**src/sv/bnsr_pkg.sv**
```systemverilog
`timescale 1ns / 1ps
package bnsr_pkg;

	// fixed point format of vectors and normals
	localparam int FRAC_BITS = 16;
	localparam int ONE_INT = 1 << FRAC_BITS;
	localparam int EPS_INT = (ONE_INT + 5000) / 10000;

	// bias register, unsigned q1.16
	localparam int BIAS_W = 17;
	localparam int BIAS_FRAC = 16;
	localparam logic [BIAS_W-1:0] BIAS_ONE = 17'd65536;
	localparam logic [BIAS_W-1:0] BIAS_RESET = 17'd13107;

	// internal widths
	localparam int BL_W = 33;
	localparam int U_W = FRAC_BITS + 2;
	localparam int DOT_W = 36;

	// pipeline depths
	localparam int SQRT_STAGES = 32;
	localparam int DIV_STAGES = FRAC_BITS + 1;

	// queue between front and back
	localparam int FIFO_DEPTH = 4;
	localparam int FIFO_PTR_W = $clog2(FIFO_DEPTH);

	typedef logic signed [31:0] fix_t;
	typedef logic signed [U_W-1:0] unit_t;

	typedef struct packed {
		logic kind;
		fix_t vx;
		fix_t vy;
		fix_t vz;
	} side_t;

	typedef struct packed {
		logic  kind;
		logic  fallback;
		fix_t  vx;
		fix_t  vy;
		fix_t  vz;
		unit_t ux;
		unit_t uy;
		unit_t uz;
	} qent_t;

endpackage

```
**src/sv/bnsr_fifo.sv**
```systemverilog
`timescale 1ns / 1ps
module bnsr_fifo (
	input  logic            clk,
	input  logic            arst_n,
	input  logic            push_valid,
	output logic            push_ready,
	input  bnsr_pkg::qent_t push_data,
	output logic            pop_valid,
	input  logic            pop_ready,
	output bnsr_pkg::qent_t pop_data
);

	localparam int PW = bnsr_pkg::FIFO_PTR_W;

	bnsr_pkg::qent_t mem_q [bnsr_pkg::FIFO_DEPTH];
	logic [PW-1:0]   wr_ptr_q, rd_ptr_q;
	logic [PW:0]     cnt_q;
	logic            push, pop;

	assign push_ready = cnt_q != (PW+1)'(bnsr_pkg::FIFO_DEPTH);
	assign pop_valid = cnt_q != '0;
	assign push = push_valid && push_ready;
	assign pop = pop_valid && pop_ready;
	assign pop_data = mem_q[rd_ptr_q];

	// pointers and fill count
	always_ff @(posedge clk or negedge arst_n) begin
		if (!arst_n) begin
			wr_ptr_q <= '0;
			rd_ptr_q <= '0;
			cnt_q <= '0;
		end else begin
			if (push) begin
				wr_ptr_q <= wr_ptr_q + 1'b1;
			end
			if (pop) begin
				rd_ptr_q <= rd_ptr_q + 1'b1;
			end
			if (push && !pop) begin
				cnt_q <= cnt_q + 1'b1;
			end else if (pop && !push) begin
				cnt_q <= cnt_q - 1'b1;
			end
		end
	end

	always_ff @(posedge clk) begin
		if (push) begin
			mem_q[wr_ptr_q] <= push_data;
		end
	end

endmodule

```
**config.mk**
```make
export PLATFORM = sky130hd
export DESIGN_NAME = bnsr_fifo
export DESIGN_NICKNAME = d
export VERILOG_FILES = /design/src/sv/bnsr_pkg.sv /design/src/sv/bnsr_fifo.sv
export SDC_FILE = /design/constraint.sdc
export NUM_CORES = 1
export LEC_CHECK = 0
export ABC_AREA = 1
export BUFFER_PORTS_ARGS = -buffer_cell sky130_fd_sc_hd__clkbuf_2
export CAP_MARGIN = 20
export CORE_ASPECT_RATIO = 0.6
export CORE_MARGIN = 2
export CORE_UTILIZATION = 50
export DETAILED_ROUTE_END_ITERATION = 8
export PLACE_DENSITY_LB_ADDON = 0.15
export SETUP_SLACK_MARGIN = 0.4
export SYNTH_ARGS = -nofsm -noshare
export SYNTH_HDL_FRONTEND = slang
export SYNTH_SLANG_ARGS = --single-unit
```
**constraint.sdc**
```tcl
create_clock -name clk -period 8.7 [get_ports clk]
set_input_delay 0.87 -clock clk [delete_from_list [all_inputs] [get_ports clk]]
set_output_delay 0.87 -clock clk [all_outputs]
set_load 0.02 [all_outputs]
```
==> flow_summary.json <==
{
  "remaining_drc_errors": 0,
  "nets": 2272,
  "hold_viol_final": 0,
  "vias": 14118,
  "synth_top_family_by_area": "compound AO/OA/AOI/OAI gates",
  "htreeDepth": 2,
  "insertion_delay_ps": 580,
  "layout_common_cells": "edfxtp_1, nand2_1, inv_1",
  "cts_tree": "yes",
  "p_int_uw": 6122,
  "start_kind": "register",
  "syn-cell-area_um2": 24370,
  "cpMaxStageDelayCell": "dfrtp_4",
  "drive_gt1_frac": 0.1854,
  "worst_ep_required_time_ps": 7830,
  "worstPathMaxFanout": 62,
  "crit_path_end_kind": "primary output",
  "switching_share": 0.3803,
  "area_delta_synth_final_pct": 15.05,
  "crit_path_cell_trace": "inv_4, buf_4, buf_4, o211ai_1, nand2_1, clkbuf_2",
  "clockBufferDepth": 3,
  "fin_skew_ps": 23.91,
  "cts_setup_buffers": 0,
  "yosysUniqueCellTypes": 18,
  "dieArea_um2": 50580,
  "switching_power_uw": 3757,
  "cts-resized-gates": 0,
  "first_iter_violations": 861,
  "io_buffer_count": 309,
  "numCtsBuffers": 56,
  "cpMostUsedCell": "buf_4",
  "synth_compound_area_frac": 0.09385,
  "dp_hpwl_um": 29350,
  "synth_fp_nets": 1994,
  "cts.sinks": 615,
  "relSlewSlack": 0.2429,
  "final_max_slew_viol_count": 0,
  "rsz0062_at_grt": "false",
  "layout_commonest_cell": "edfxtp_1",
  "vdd_drop_max_mv": 0.4417,
  "dr.pass1.iters": 5,
  "clk_pin_slew_ps": 60,
  "power_leakage_uw": 0.01127,
  "antenna_left": 0,
  "wirelength_um": 50430,
  "worstPathArrival_ps": 3790,
  "overflow": 0,
  "synth-adder-area-share": 0.003389,
  "gp_congestion": 0.7973,
  "avgSynthCellArea_um2": 13.30,
  "final-seq-area_um2": 18440,
  "grt_pass1_vias": 13769,
  "p_seq_frac": 0.412,
  "start_util": 0.5083,
  "vias_per_cell": 5.055,
  "setup-violations-final": 0,
  "die_width_um": 289.0,
  "seq_area_frac_synth": 0.7564,
  "reg2reg_slack_ps": 5530,
  "cpPeakStageDelay_ps": 750,
  "muxShareOfSynthArea": 0,
  "finalSetupTns_ps": 0,
  "path_class": "reg -> out",
  "outcome": "complete, no violations",
  "synth_seq_cells": 615,
  "power_frac_clock": 0.228,
  "power.density_nw_per_um2": 352.4,
  "r2r-end": "mem_q[0][58]",
  "num_rows": 62,
  "maxCapViolCount": 0,
  "grt_max_degree": 227,
  "clock.fmax_mhz": 214.8,
  "grt_first_pass_wirelength_um": 77340,
  "antenna_found_initial": 10,
  "wire_per_inst_um": 18.06,
  "yosysWarnings": 0,
  "timing.hold.ws_ps": 126.4,
  "tightest_slew_ps": 1136,
  "fin_crit_ps": 4655,
  "ctsHoldBuffers": 0,
  "yosys.area_share.xor_xnor": 0.0003594,
  "reg2reg_depth": 5,
  "multi_input_area_um2": 4240,
  "n_fill_cell": 3906,
  "r2r_start": "cnt_q[0]",
  "pin_count": 310,
  "synth_simple_gate_area_frac": 0.07517,
  "p_comb_frac": 0.360,
  "synthCells": 1832,
  "fp.dieH_um": 175.0,
  "core_um2": 47940,
  "hold_class": "in -> async",
  "cts-root-buf": "clkbuf_16",
  "track_usage": 0.1980,
  "period_share": 0.5351
}
==> routing by layer <==
layer  wire, um  share of wire  up-vias  global-route usage
li1           -              -     6984                   -
met1      21950           0.44     6801              0.2638
met2      24810           0.49      246              0.3294
met3       2550          0.051       79             0.04413
met4       1065          0.021        8             0.05520
met5         52         0.0010        -                   0
==> state kept, by name, indices dropped and copies added, names as in the netlist <==
name and count:
mem_q 608, wr_ptr_q 2, cnt_q 3, rd_ptr_q 2
==> worst max-delay path, delay by kind of cell (launching register included) <==
kind | cells | cell delay, ps
buf+inv | 4 | 1970
flops | 1 | 750
simple gates | 1 | 120
compound gates | 1 | 190
==> final cells by class <==
type,instances,share of cell area
flip-flops and latches,615,0.6576
multi-input cells,797,0.1512
repair buffers,320,0.06034
clock buffers,67,0.05221
inverters,320,0.04320
well taps,640,0.02856
clock inverters,28,0.006337
diodes,6,0.0005355
==> worst max path at each step <==
| stage | from | endpoint | slack, ps | cells past startpoint |
|---|---|---|---|---|
| after floorplan | push_valid | mem_q[0][0] | 690 | 2 |
| after global placement | rd_ptr_q[1] | pop_data[73] | 4720 | 6 |
| after detailed placement | rd_ptr_q[1] | pop_data[148] | 4620 | 6 |
| after CTS | rd_ptr_q[1] | pop_data[148] | 4000 | 6 |
| after global routing | rd_ptr_q[1] | pop_data[148] | 3800 | 6 |
| final | rd_ptr_q[1] | pop_data[150] | 4040 | 6 |
==> cell families (layout without fill, tap and decap cells) <==
family | Yosys count | after routing
compound gates | 305 | 305
xor+xnor | 1 | 1
fa+ha+maj | 6 | 6
buf+inv | 420 | 735
flops | 615 | 615
other cells | 0 | 6
simple gates | 485 | 485
==> power by group through the flow <==
stage,combinational (uW),clock (uW),sequential (uW)
finish,3560,2250,4070
CTS,3620,2310,4080
detailed placement,3610,0,4140
floorplan,2500,0,4190
global route,3910,2420,4120
global placement,3580,0,4120
==> synth_stat cells <==
| cell type | instances | area, um^2 |
|---|---|---|
| inv_1 | 318 | 1194 |
| clkbuf_1 | 37 | 138.9 |
| buf_1 | 2 | 7.510 |
| buf_2 | 48 | 240.2 |
| nand3_1 | 7 | 35.03 |
| buf_4 | 2 | 15.01 |
| edfxtp_1 | 608 | 18260 |
| o211ai_1 | 304 | 2282 |
| nor2_1 | 4 | 15.01 |
| ha_1 | 5 | 62.56 |
| inv_2 | 2 | 7.510 |
| buf_6 | 11 | 123.9 |
| o21ai_0 | 1 | 5.000 |
| fa_1 | 1 | 20.02 |
| xnor2_1 | 1 | 8.760 |
| nand2_1 | 473 | 1775 |
| dfrtp_1 | 7 | 175.2 |
| nand4_1 | 1 | 6.260 |
==> through the flow <==
step / std cells / area, um^2 / setup WS, ps / power, uW / utilization
4_1_cts: 2787 / 28020 / 3996 / 10010 / 0.5845
5_1_grt: 2791 / 28030 / 3797 / 10450 / 0.5847
3_3_place_gp: 2692 / 26380 / 4718 / 7702 / 0.5503
6_report: 2793 / 28040 / 4045 / 9879 / 0.5848
3_5_place_dp: 2692 / 26380 / 4621 / 7749 / 0.5503
2_1_floorplan: 1832 / 24370 / 694.4 / 6695 / -
Note: power is estimated with default switching activity, not from simulation.
